[src/sv/i8dq_pkg.sv]
// Package for the int8 to fp32 dequantiser: constants, stage types.
// Used by every module of the block; no dependencies.
package i8dq_pkg;

    localparam logic [31:0] SCALE_RESET  = 32'h3F80_0000;
    localparam logic [31:0] DEFAULT_NAN  = 32'hFFC0_0000;
    localparam logic [31:0] QUIET_BIT    = 32'h0040_0000;
    localparam logic [31:0] INF_BITS     = 32'h7F80_0000;

    // result kinds decided in the first stage
    localparam logic [1:0] KIND_NORM  = 2'd0;
    localparam logic [1:0] KIND_FIXED = 2'd1;

    typedef struct packed {
        logic        last;
        logic [1:0]  kind;
        logic [31:0] fixed;   // result when not a finite nonzero product
        logic        sign;
        logic [8:0]  ebias;   // effective biased exponent of the scale (1..255)
        logic [31:0] prod;    // magnitude times significand, fits 31 bits
    } mul_stage_t;

    typedef struct packed {
        logic        last;
        logic [1:0]  kind;
        logic [31:0] fixed;
        logic        sign;
        logic [8:0]  ebias;
        logic [31:0] prod;
        logic [4:0]  msb;     // index of leading one of prod
    } lz_stage_t;

endpackage

[src/sv/i8dq_if.sv]
// Valid/ready stream interfaces for the dequantiser.
// Depends on nothing.
interface i8dq_in_if;
    logic             valid;
    logic             ready;
    logic signed [7:0] quant_value;
    logic             last_elem;
    modport source (output valid, output quant_value, output last_elem, input ready);
    modport sink   (input valid, input quant_value, input last_elem, output ready);
endinterface

interface i8dq_out_if;
    logic        valid;
    logic        ready;
    logic [31:0] fp32_bits;
    logic        last_out;
    modport source (output valid, output fp32_bits, output last_out, input ready);
    modport sink   (input valid, input fp32_bits, input last_out, output ready);
endinterface

interface i8dq_cfg_if;
    logic        valid;
    logic        ready;
    logic [31:0] scale_bits;
    modport source (output valid, output scale_bits, input ready);
    modport sink   (input valid, input scale_bits, output ready);
endinterface

[src/sv/i8dq_mul.sv]
// Stage 1: decode operands, classify special cases, form the integer product.
// Depends on i8dq_pkg.
module i8dq_mul
    import i8dq_pkg::*;
(
    input  logic              clk,
    input  logic              rst_n,
    input  logic              en,
    input  logic              in_valid,
    input  logic signed [7:0] quant_value,
    input  logic              last_elem,
    input  logic [31:0]       scale,
    output logic              valid_reg,
    output mul_stage_t        data_reg
);
    logic       sa;
    logic [7:0] mag;
    logic [7:0] eb;
    logic [22:0] fb;
    logic       sg;
    mul_stage_t data_next;

    always_comb
    begin
        sa  = quant_value[7];
        mag = sa ? (8'd0 - quant_value) : quant_value;
        eb  = scale[30:23];
        fb  = scale[22:0];
        sg  = sa ^ scale[31];
        data_next.last  = last_elem;
        data_next.sign  = sg;
        data_next.kind  = KIND_NORM;
        data_next.fixed = {sg, 31'd0};
        data_next.ebias = (eb == 8'd0) ? 9'd1 : {1'b0, eb};
        data_next.prod  = {16'd0, mag} * {8'd0, (eb != 8'd0), fb};
        if (eb == 8'hFF && fb != 23'd0)
        begin
            data_next.kind  = KIND_FIXED;
            data_next.fixed = scale | QUIET_BIT;
        end
        else if (eb == 8'hFF)
        begin
            data_next.kind  = KIND_FIXED;
            data_next.fixed = (mag == 8'd0) ? DEFAULT_NAN : ({sg, 31'd0} | INF_BITS);
        end
        else if (mag == 8'd0 || (eb == 8'd0 && fb == 23'd0))
        begin
            data_next.kind = KIND_FIXED;
        end
    end

    always_ff @(posedge clk or negedge rst_n)
    begin
        if (!rst_n)
            valid_reg <= 1'b0;
        else if (en)
            valid_reg <= in_valid;
    end

    always_ff @(posedge clk)
    begin
        if (en)
            data_reg <= data_next;
    end
endmodule

[src/sv/i8dq_lz.sv]
// Stage 2: find the leading one of the product.
// Depends on i8dq_pkg.
module i8dq_lz
    import i8dq_pkg::*;
(
    input  logic       clk,
    input  logic       rst_n,
    input  logic       en,
    input  logic       in_valid,
    input  mul_stage_t in_data,
    output logic       valid_reg,
    output lz_stage_t  data_reg
);
    lz_stage_t data_next;

    always_comb
    begin
        data_next.last  = in_data.last;
        data_next.kind  = in_data.kind;
        data_next.fixed = in_data.fixed;
        data_next.sign  = in_data.sign;
        data_next.ebias = in_data.ebias;
        data_next.prod  = in_data.prod;
        data_next.msb   = 5'd0;
        for (int i = 0; i < 32; i++)
        begin
            if (in_data.prod[i])
                data_next.msb = 5'(i);
        end
    end

    always_ff @(posedge clk or negedge rst_n)
    begin
        if (!rst_n)
            valid_reg <= 1'b0;
        else if (en)
            valid_reg <= in_valid;
    end

    always_ff @(posedge clk)
    begin
        if (en)
            data_reg <= data_next;
    end
endmodule

[src/sv/i8dq_rnd.sv]
// Stage 3: align, round to nearest even, pack; holds the output register.
// Depends on i8dq_pkg.
module i8dq_rnd
    import i8dq_pkg::*;
(
    input  logic       clk,
    input  logic       rst_n,
    input  logic       en,
    input  logic       in_valid,
    input  lz_stage_t  in_data,
    output logic       valid_reg,
    output logic [31:0] bits_reg,
    output logic       last_reg
);
    // value = prod * 2^(ebias-150); signed exponent arithmetic in 11 bits
    logic signed [10:0] shift;
    logic signed [10:0] min_shift;
    logic [5:0]         rsh;
    logic [5:0]         lsh;
    logic [31:0]        q;
    logic [31:0]        rem_mask;
    logic [31:0]        half;
    logic [31:0]        rem;
    logic [31:0]        qr;
    logic signed [10:0] biased;
    logic [31:0]        bits_next;

    always_comb
    begin
        shift     = $signed({6'd0, in_data.msb}) - 11'sd23;
        min_shift = 11'sd1 - $signed({2'd0, in_data.ebias});
        if (shift < min_shift)
            shift = min_shift;
        rsh = 6'd0;
        lsh = 6'd0;
        if (shift > 0)
            rsh = shift[5:0];
        else
            lsh = 6'(-shift);
        rem_mask = (32'd1 << rsh) - 32'd1;
        half     = (rsh == 6'd0) ? 32'd0 : (32'd1 << (rsh - 6'd1));
        rem      = in_data.prod & rem_mask;
        if (shift > 0)
            q = in_data.prod >> rsh;
        else
            q = in_data.prod << lsh;
        qr = q;
        if (shift > 0 && (rem > half || (rem == half && q[0])))
            qr = q + 32'd1;
        biased = $signed({2'd0, in_data.ebias}) + shift;
        if (qr[24])
        begin
            qr     = qr >> 1;
            biased = biased + 11'sd1;
        end
        if (in_data.kind == KIND_FIXED)
            bits_next = in_data.fixed;
        else if (qr[23])
        begin
            if (biased >= 11'sd255)
                bits_next = {in_data.sign, 31'd0} | INF_BITS;
            else
                bits_next = {in_data.sign, biased[7:0], qr[22:0]};
        end
        else
            bits_next = {in_data.sign, 8'd0, qr[22:0]};
    end

    always_ff @(posedge clk or negedge rst_n)
    begin
        if (!rst_n)
            valid_reg <= 1'b0;
        else if (en)
            valid_reg <= in_valid;
    end

    always_ff @(posedge clk)
    begin
        if (en)
        begin
            bits_reg <= bits_next;
            last_reg <= in_data.last;
        end
    end
endmodule

[src/sv/int8_dequant_to_fp32.sv]
// Top level of the int8 to fp32 dequantiser.
// Depends on i8dq_pkg, the stream interfaces and the three stage modules.
//
// Takes one int8 item per cycle unless the output item is held, and returns
// value times the fp32 scale, IEEE round-to-nearest-even; the last
// marker travels with it. The three register stages (product, leading-one
// search, round and pack) advance together whenever the output register is
// empty or being taken, so a full pipeline sustains one item per cycle.
// Write the scale only while no item is in flight.
module int8_dequant_to_fp32
    import i8dq_pkg::*;
(
    input  logic       clk,
    input  logic       rst_n,
    i8dq_in_if.sink    in_ch,
    i8dq_out_if.source out_ch,
    i8dq_cfg_if.sink   cfg
);
    logic [31:0] scale_val_reg;
    logic       en;
    logic       v1, v2, v3;
    mul_stage_t d1;
    lz_stage_t  d2;
    logic [31:0] bits3;
    logic       last3;

    assign cfg.ready = 1'b1;

    always_ff @(posedge clk or negedge rst_n)
    begin
        if (!rst_n)
            scale_val_reg <= SCALE_RESET;
        else if (cfg.valid)
            scale_val_reg <= cfg.scale_bits;
    end

    // advance everything unless the output item is held
    assign en          = !v3 || out_ch.ready;
    assign in_ch.ready = en;

    i8dq_mul u_mul (
        .clk(clk), .rst_n(rst_n), .en(en), .in_valid(in_ch.valid),
        .quant_value(in_ch.quant_value), .last_elem(in_ch.last_elem),
        .scale(scale_val_reg), .valid_reg(v1), .data_reg(d1)
    );

    i8dq_lz u_lz (
        .clk(clk), .rst_n(rst_n), .en(en), .in_valid(v1), .in_data(d1),
        .valid_reg(v2), .data_reg(d2)
    );

    i8dq_rnd u_rnd (
        .clk(clk), .rst_n(rst_n), .en(en), .in_valid(v2), .in_data(d2),
        .valid_reg(v3), .bits_reg(bits3), .last_reg(last3)
    );

    assign out_ch.valid     = v3;
    assign out_ch.fp32_bits = bits3;
    assign out_ch.last_out  = last3;

    a_hold: assert property (@(posedge clk) disable iff (!rst_n)
        v3 && !out_ch.ready |=> v3 && $stable(bits3) && $stable(last3))
        else $error("output item changed while stalled");
    a_ready: assert property (@(posedge clk) disable iff (!rst_n)
        in_ch.ready == (!v3 || out_ch.ready))
        else $error("input ready does not follow pipeline enable");
    a_flow: assert property (@(posedge clk) disable iff (!rst_n)
        en && v2 |=> v3)
        else $error("item lost between stages");
endmodule

[src/flat_wrapper.sv]
// flat-port wrapper written by rule: the top's interface ports become plain ports
module int8_dequant_to_fp32_flat import i8dq_pkg::*;
  (clk, rst_n, in_ch_valid, in_ch_quant_value, in_ch_last_elem, in_ch_ready, out_ch_valid, out_ch_fp32_bits, out_ch_last_out, out_ch_ready, cfg_valid, cfg_scale_bits, cfg_ready);
  i8dq_in_if in_ch_i ();
  i8dq_out_if out_ch_i ();
  i8dq_cfg_if cfg_i ();
  input  logic clk;
  input  logic rst_n;
  input wire logic [$bits(in_ch_i.valid)-1:0] in_ch_valid;
  input wire logic [$bits(in_ch_i.quant_value)-1:0] in_ch_quant_value;
  input wire logic [$bits(in_ch_i.last_elem)-1:0] in_ch_last_elem;
  output wire logic [$bits(in_ch_i.ready)-1:0] in_ch_ready;
  output wire logic [$bits(out_ch_i.valid)-1:0] out_ch_valid;
  output wire logic [$bits(out_ch_i.fp32_bits)-1:0] out_ch_fp32_bits;
  output wire logic [$bits(out_ch_i.last_out)-1:0] out_ch_last_out;
  input wire logic [$bits(out_ch_i.ready)-1:0] out_ch_ready;
  input wire logic [$bits(cfg_i.valid)-1:0] cfg_valid;
  input wire logic [$bits(cfg_i.scale_bits)-1:0] cfg_scale_bits;
  output wire logic [$bits(cfg_i.ready)-1:0] cfg_ready;
  assign in_ch_i.valid = in_ch_valid;
  assign in_ch_i.quant_value = in_ch_quant_value;
  assign in_ch_i.last_elem = in_ch_last_elem;
  assign in_ch_ready = in_ch_i.ready;
  assign out_ch_valid = out_ch_i.valid;
  assign out_ch_fp32_bits = out_ch_i.fp32_bits;
  assign out_ch_last_out = out_ch_i.last_out;
  assign out_ch_i.ready = out_ch_ready;
  assign cfg_i.valid = cfg_valid;
  assign cfg_i.scale_bits = cfg_scale_bits;
  assign cfg_ready = cfg_i.ready;
  int8_dequant_to_fp32 u_core (.clk(clk), .rst_n(rst_n), .in_ch(in_ch_i), .out_ch(out_ch_i), .cfg(cfg_i));
endmodule
[config.mk]
export PLATFORM = sky130hd
export DESIGN_NAME = int8_dequant_to_fp32_flat
export DESIGN_NICKNAME = d
export VERILOG_FILES = /design/src/sv/i8dq_pkg.sv /design/src/sv/i8dq_if.sv /design/src/sv/i8dq_mul.sv /design/src/sv/i8dq_lz.sv /design/src/sv/i8dq_rnd.sv /design/src/sv/int8_dequant_to_fp32.sv /design/src/flat_wrapper.sv
export SDC_FILE = /design/constraint.sdc
export NUM_CORES = 1
export LEC_CHECK = 0
export ABC_CLOCK_PERIOD_IN_PS = 30100
export BUFFER_PORTS_ARGS = -buffer_cell sky130_fd_sc_hd__buf_2
export CORE_AREA = 2 2 255 257
export DETAILED_ROUTE_END_ITERATION = 6
export DIE_AREA = 0 0 257 259
export GPL_ROUTABILITY_DRIVEN = 1
export PLACE_DENSITY_LB_ADDON = 0.05
export SYNTH_ARGS = -nofsm -noshare
export SYNTH_HDL_FRONTEND = slang
export SYNTH_SLANG_ARGS = --single-unit
[constraint.sdc]
create_clock -name clk -period 30.1 [get_ports clk]
set_clock_uncertainty 0.1 [all_clocks]
set_input_delay 4.515 -clock clk [delete_from_list [all_inputs] [get_ports clk]]
set_output_delay 4.515 -clock clk [all_outputs]
set_load 0.01 [all_outputs]
==> results.rst <==
.. list-table::
   :header-rows: 1

   * - Metric
     - Value
   * - Run status
     - completed
   * - Number of global-route vias before repair
     - 18900
   * - Cell area after placement
     - 0.0234 mm²
   * - Maximum clock frequency
     - 71.2 MHz
   * - Required time of the critical path
     - 30.27 ns
   * - Number of rows created at floorplan
     - 93
   * - Hold buffer count at CTS
     - 0
   * - Post-synth EDFFs
     - 188
   * - Maximum buffer depth of the clock tree
     - 3
   * - Source-to-sink clock delay at the later pin of the worst-skew pair
     - 0.57 ns
   * - Most common flop cell mapped by yosys
     - sky130_fd_sc_hd__edfxtp_1
   * - Number of detailed-route iterations in the first pass
     - 6
   * - Crit path top cell by count
     - sky130_fd_sc_hd__nor2_1
   * - Data arrival at the endpoint of the critical path
     - 14.20 ns
   * - Remaining antenna violation count
     - 0
   * - Cell type with the largest total area after synthesis
     - sky130_fd_sc_hd__edfxtp_1
   * - Fraction of layout cells with a size suffix above 1
     - 12.9%
   * - Count of final setup violators
     - 0
   * - DIE HEIGHT
     - 259 µm
   * - Number of fill cells in the layout
     - 6455
   * - Hold path startpoint
     - u_core.u_mul.data_reg[41]
   * - Full die area
     - 0.0666 mm²
   * - Worst slack, placed
     - 16.24 ns
   * - Fin. Hold Viols
     - 0
   * - Final-report max-slew violation count
     - 0
   * - Synth Area in Compound Gates
     - 17.6%
   * - Total clock buffers created by CTS
     - 27
   * - Worst setup startpoint
     - u_core.u_lz.data_reg[38]
   * - Aggregate global routing overflow
     - 0
   * - Initial antenna violation count
     - 1
   * - Async set-or-reset flop fraction in the synthesized netlist
     - 15.7%
   * - FF-to-FF path depth
     - 46
   * - Worst slew margin
     - 19.1%
   * - Worst setup slack after layout
     - 16.06 ns
   * - Detailed Route Iter0 Violations
     - 1815
   * - Last weighted congestion value of the routability-driven placer
     - 0.975
   * - Classification of the worst-slack hold path
     - flip-flop to flip-flop
   * - Fraction of synthesized cell area in xor and xnor cells
     - 3.21%
   * - RSZ-0062 raised after global routing
     - false
   * - Hold worst-path end
     - u_core.u_lz.data_reg[46]
   * - Pin count of the biggest net entering global routing
     - 138
   * - Synth-to-Final Area Change
     - 9.38%
   * - Syn_area_per_cell
     - 9.26 µm²
   * - # H-tree levels
     - 1
   * - Area of the core region
     - 0.0639 mm²
   * - Number of setup buffers added after CTS
     - 0
   * - CTS resizes
     - 0
   * - Max stage delay on crit path
     - 0.94 ns
   * - Crit Reg-Reg Endpoint
     - u_core.u_rnd.bits_reg[8]
   * - Synthesized-area fraction occupied by adder cells
     - 18.1%
   * - Yosys warns
     - 0
   * - Flip-flop and latch count after synthesis
     - 223
   * - Post-route minimum period
     - 14.04 ns
   * - Top cell type's share of synthesized area
     - 25.4%
   * - Kind of start point of the critical path
     - flip-flop
   * - Hold Path Stages
     - 0
   * - Highest net fanout along the worst path
     - 59
   * - Classification of the worst setup path
     - flip-flop to flip-flop
   * - First-pass GRT wire length
     - 127000 µm
   * - Number of port buffers
     - 80
   * - Clock sinks
     - 223
   * - Total of max-cap violations
     - 0
   * - Post-layout nets
     - 2700
   * - Horizontal die dimension
     - 257 µm
   * - Least-Margin Pin Slew
     - 1.21 ns
   * - Number of remaining DRC errors
     - 0
   * - Main combinational cell family by area after synthesis
     - simple AND/OR/NAND/NOR gates
   * - GRT Overall Usage
     - 25.3%
   * - Crit. End Element
     - flip-flop
   * - Post-synthesis sequential area ratio
     - 29.4%
   * - Starting utilization of the core area
     - 34.8%
   * - Cells after synthesis
     - 2397
   * - Clock-pin slew on the worst setup and hold paths
     - 0.06 ns
   * - Start of the worst register-to-register path
     - u_core.u_lz.data_reg[38]
   * - Summed instance area of the synthesized netlist
     - 0.0222 mm²
   * - Total length of routed wires
     - 85700 µm
   * - Total negative slack
     - 0 ns
   * - Register-to-register setup slack
     - 16.06 ns
   * - Largest register FFs
     - 80
   * - Routed wirelength normalized by instance count
     - 26.1 µm
   * - HPWL after DPL
     - 65700 µm
   * - Via Count
     - 18900
   * - Synthesized-area fraction occupied by and/or/nand/nor cells
     - 18.9%
   * - CTS tree
     - built
   * - Slowest library cell on the worst path
     - sky130_fd_sc_hd__a221oi_4
   * - Period utilization
     - 46.6%
   * - Multiplexer share of the synthesized area
     - 6.20%
   * - Final design instance area without fill
     - 0.0243 mm²
   * - Number of vias per cell
     - 5.75
   * - Distinct cell type count of the synthesized netlist
     - 115
   * - Clock tree root driver cell
     - sky130_fd_sc_hd__clkbuf_16
   * - Cells taking the most area after synthesis
     - sky130_fd_sc_hd__edfxtp_1 25%, sky130_fd_sc_hd__fa_1 12%, sky130_fd_sc_hd__ha_1 6.1%
   * - Number of top-level pins
     - 82
==> worst max-delay path by stage <==
| stage | end | slack, ns |
|---|---|---|
| after floorplan | in_ch_ready | 16.32 |
| after global placement | u_core.u_rnd.bits_reg[17] | 16.54 |
| after detailed placement | u_core.u_rnd.bits_reg[8] | 16.24 |
| after CTS | u_core.u_rnd.bits_reg[3] | 16.20 |
| after global routing | u_core.u_rnd.bits_reg[8] | 14.98 |
| final | u_core.u_rnd.bits_reg[8] | 16.06 |
==> cells in the final DEF, fill, tap and decap left out, types with 16 or more instances in the layout <==
master                      count
sky130_fd_sc_hd__dfrtp_1       28
sky130_fd_sc_hd__a21oi_1       97
sky130_fd_sc_hd__buf_2         80
sky130_fd_sc_hd__edfxtp_1     188
sky130_fd_sc_hd__a21o_1        25
sky130_fd_sc_hd__buf_4         43
sky130_fd_sc_hd__ha_1         108
sky130_fd_sc_hd__a211oi_1      49
sky130_fd_sc_hd__inv_1        188
sky130_fd_sc_hd__nand4_1       27
sky130_fd_sc_hd__o21ai_0       82
sky130_fd_sc_hd__xnor2_1       58
sky130_fd_sc_hd__conb_1        18
sky130_fd_sc_hd__o211ai_1      35
sky130_fd_sc_hd__fa_1         133
sky130_fd_sc_hd__nor2_1       195
sky130_fd_sc_hd__nor2b_1       77
sky130_fd_sc_hd__o22ai_1       16
sky130_fd_sc_hd__nand3_1       64
sky130_fd_sc_hd__and3_1        20
sky130_fd_sc_hd__mux2_2        52
sky130_fd_sc_hd__nand2_1      241
sky130_fd_sc_hd__clkbuf_16     27
sky130_fd_sc_hd__nor4_1        16
sky130_fd_sc_hd__nand2b_1      25
sky130_fd_sc_hd__mux2i_1       59
sky130_fd_sc_hd__nor3_1        75
sky130_fd_sc_hd__and2_1        53
==> kinds of logic after synthesis <==
kind of cell	count (synthesis)
AO/OA/AOI/OAI	528
buffers and inverters	350
AND/OR/NAND/NOR	854
other	2
multiplexers	121
flip-flops	223
adder cells (fa/ha/maj)	241
XOR/XNOR	78
==> synth_stat cells, types with 16 or more instances <==
library cell	instances
sky130_fd_sc_hd__inv_1	188
sky130_fd_sc_hd__nand3_1	64
sky130_fd_sc_hd__nor3_1	75
sky130_fd_sc_hd__o21ai_0	83
sky130_fd_sc_hd__and2_1	53
sky130_fd_sc_hd__nand2_1	241
sky130_fd_sc_hd__buf_2	32
sky130_fd_sc_hd__nor4_1	16
sky130_fd_sc_hd__fa_1	133
sky130_fd_sc_hd__o22ai_1	16
sky130_fd_sc_hd__nor2_1	196
sky130_fd_sc_hd__mux2i_1	59
sky130_fd_sc_hd__clkbuf_1	94
sky130_fd_sc_hd__nor2b_1	77
sky130_fd_sc_hd__nand2b_1	26
sky130_fd_sc_hd__xnor2_1	61
sky130_fd_sc_hd__a21o_1	25
sky130_fd_sc_hd__a211oi_1	49
sky130_fd_sc_hd__a21oi_1	97
sky130_fd_sc_hd__mux2_2	52
sky130_fd_sc_hd__and3_1	20
sky130_fd_sc_hd__o211ai_1	35
sky130_fd_sc_hd__dfrtp_1	28
sky130_fd_sc_hd__ha_1	108
sky130_fd_sc_hd__edfxtp_1	188
sky130_fd_sc_hd__nand4_1	27
==> through the flow <==
step | hold slack [ns] | instances | util, %
floorplan | 0.300 | 2413 | -
global placement | 0.301 | 3239 | 36.7
detailed placement | 0.305 | 3239 | 36.7
CTS | 0.318 | 3288 | 38.0
global route | 0.322 | 3288 | 38.0
finish | 0.319 | 3289 | 38.0
==> routing by layer <==
layer	vias up	GRT usage (%)	part of all wire, %
met5	-	0	0.016
met2	694	41.0	46
met3	167	3.09	5.6
met4	2	10.8	4.7
li1	8588	-	-
met1	9459	34.2	44
==> critical path: cells and delay by family, from the launching register on <==
| family | cells | cell delay [ns] |
|---|---|---|
| compound gates | 11 | 3.64 |
| buf+inv | 7 | 2.07 |
| flops | 1 | 0.77 |
| mux | 1 | 0.16 |
| xor+xnor | 2 | 0.40 |
| simple gates | 21 | 5.01 |
| fa+ha+maj | 4 | 1.51 |
==> layout make-up <==
| class | instances | area (µm²) | area share, % |
|---|---|---|---|
| antenna | 1 | 2.50 | 0.0103 |
| clock buffer | 35 | 736 | 3.03 |
| sequential | 223 | 6530 | 26.9 |
| tap | 855 | 1070 | 4.40 |
| inverter | 197 | 739 | 3.04 |
| timing repair buffer | 124 | 743 | 3.06 |
| multi-input combinational | 1840 | 14300 | 59.1 |
| clock inverter | 14 | 123 | 0.505 |
Power is left out: the tool's default activity adds up to more than one toggle a clock period on the data nets, which glitch-free logic cannot reach.
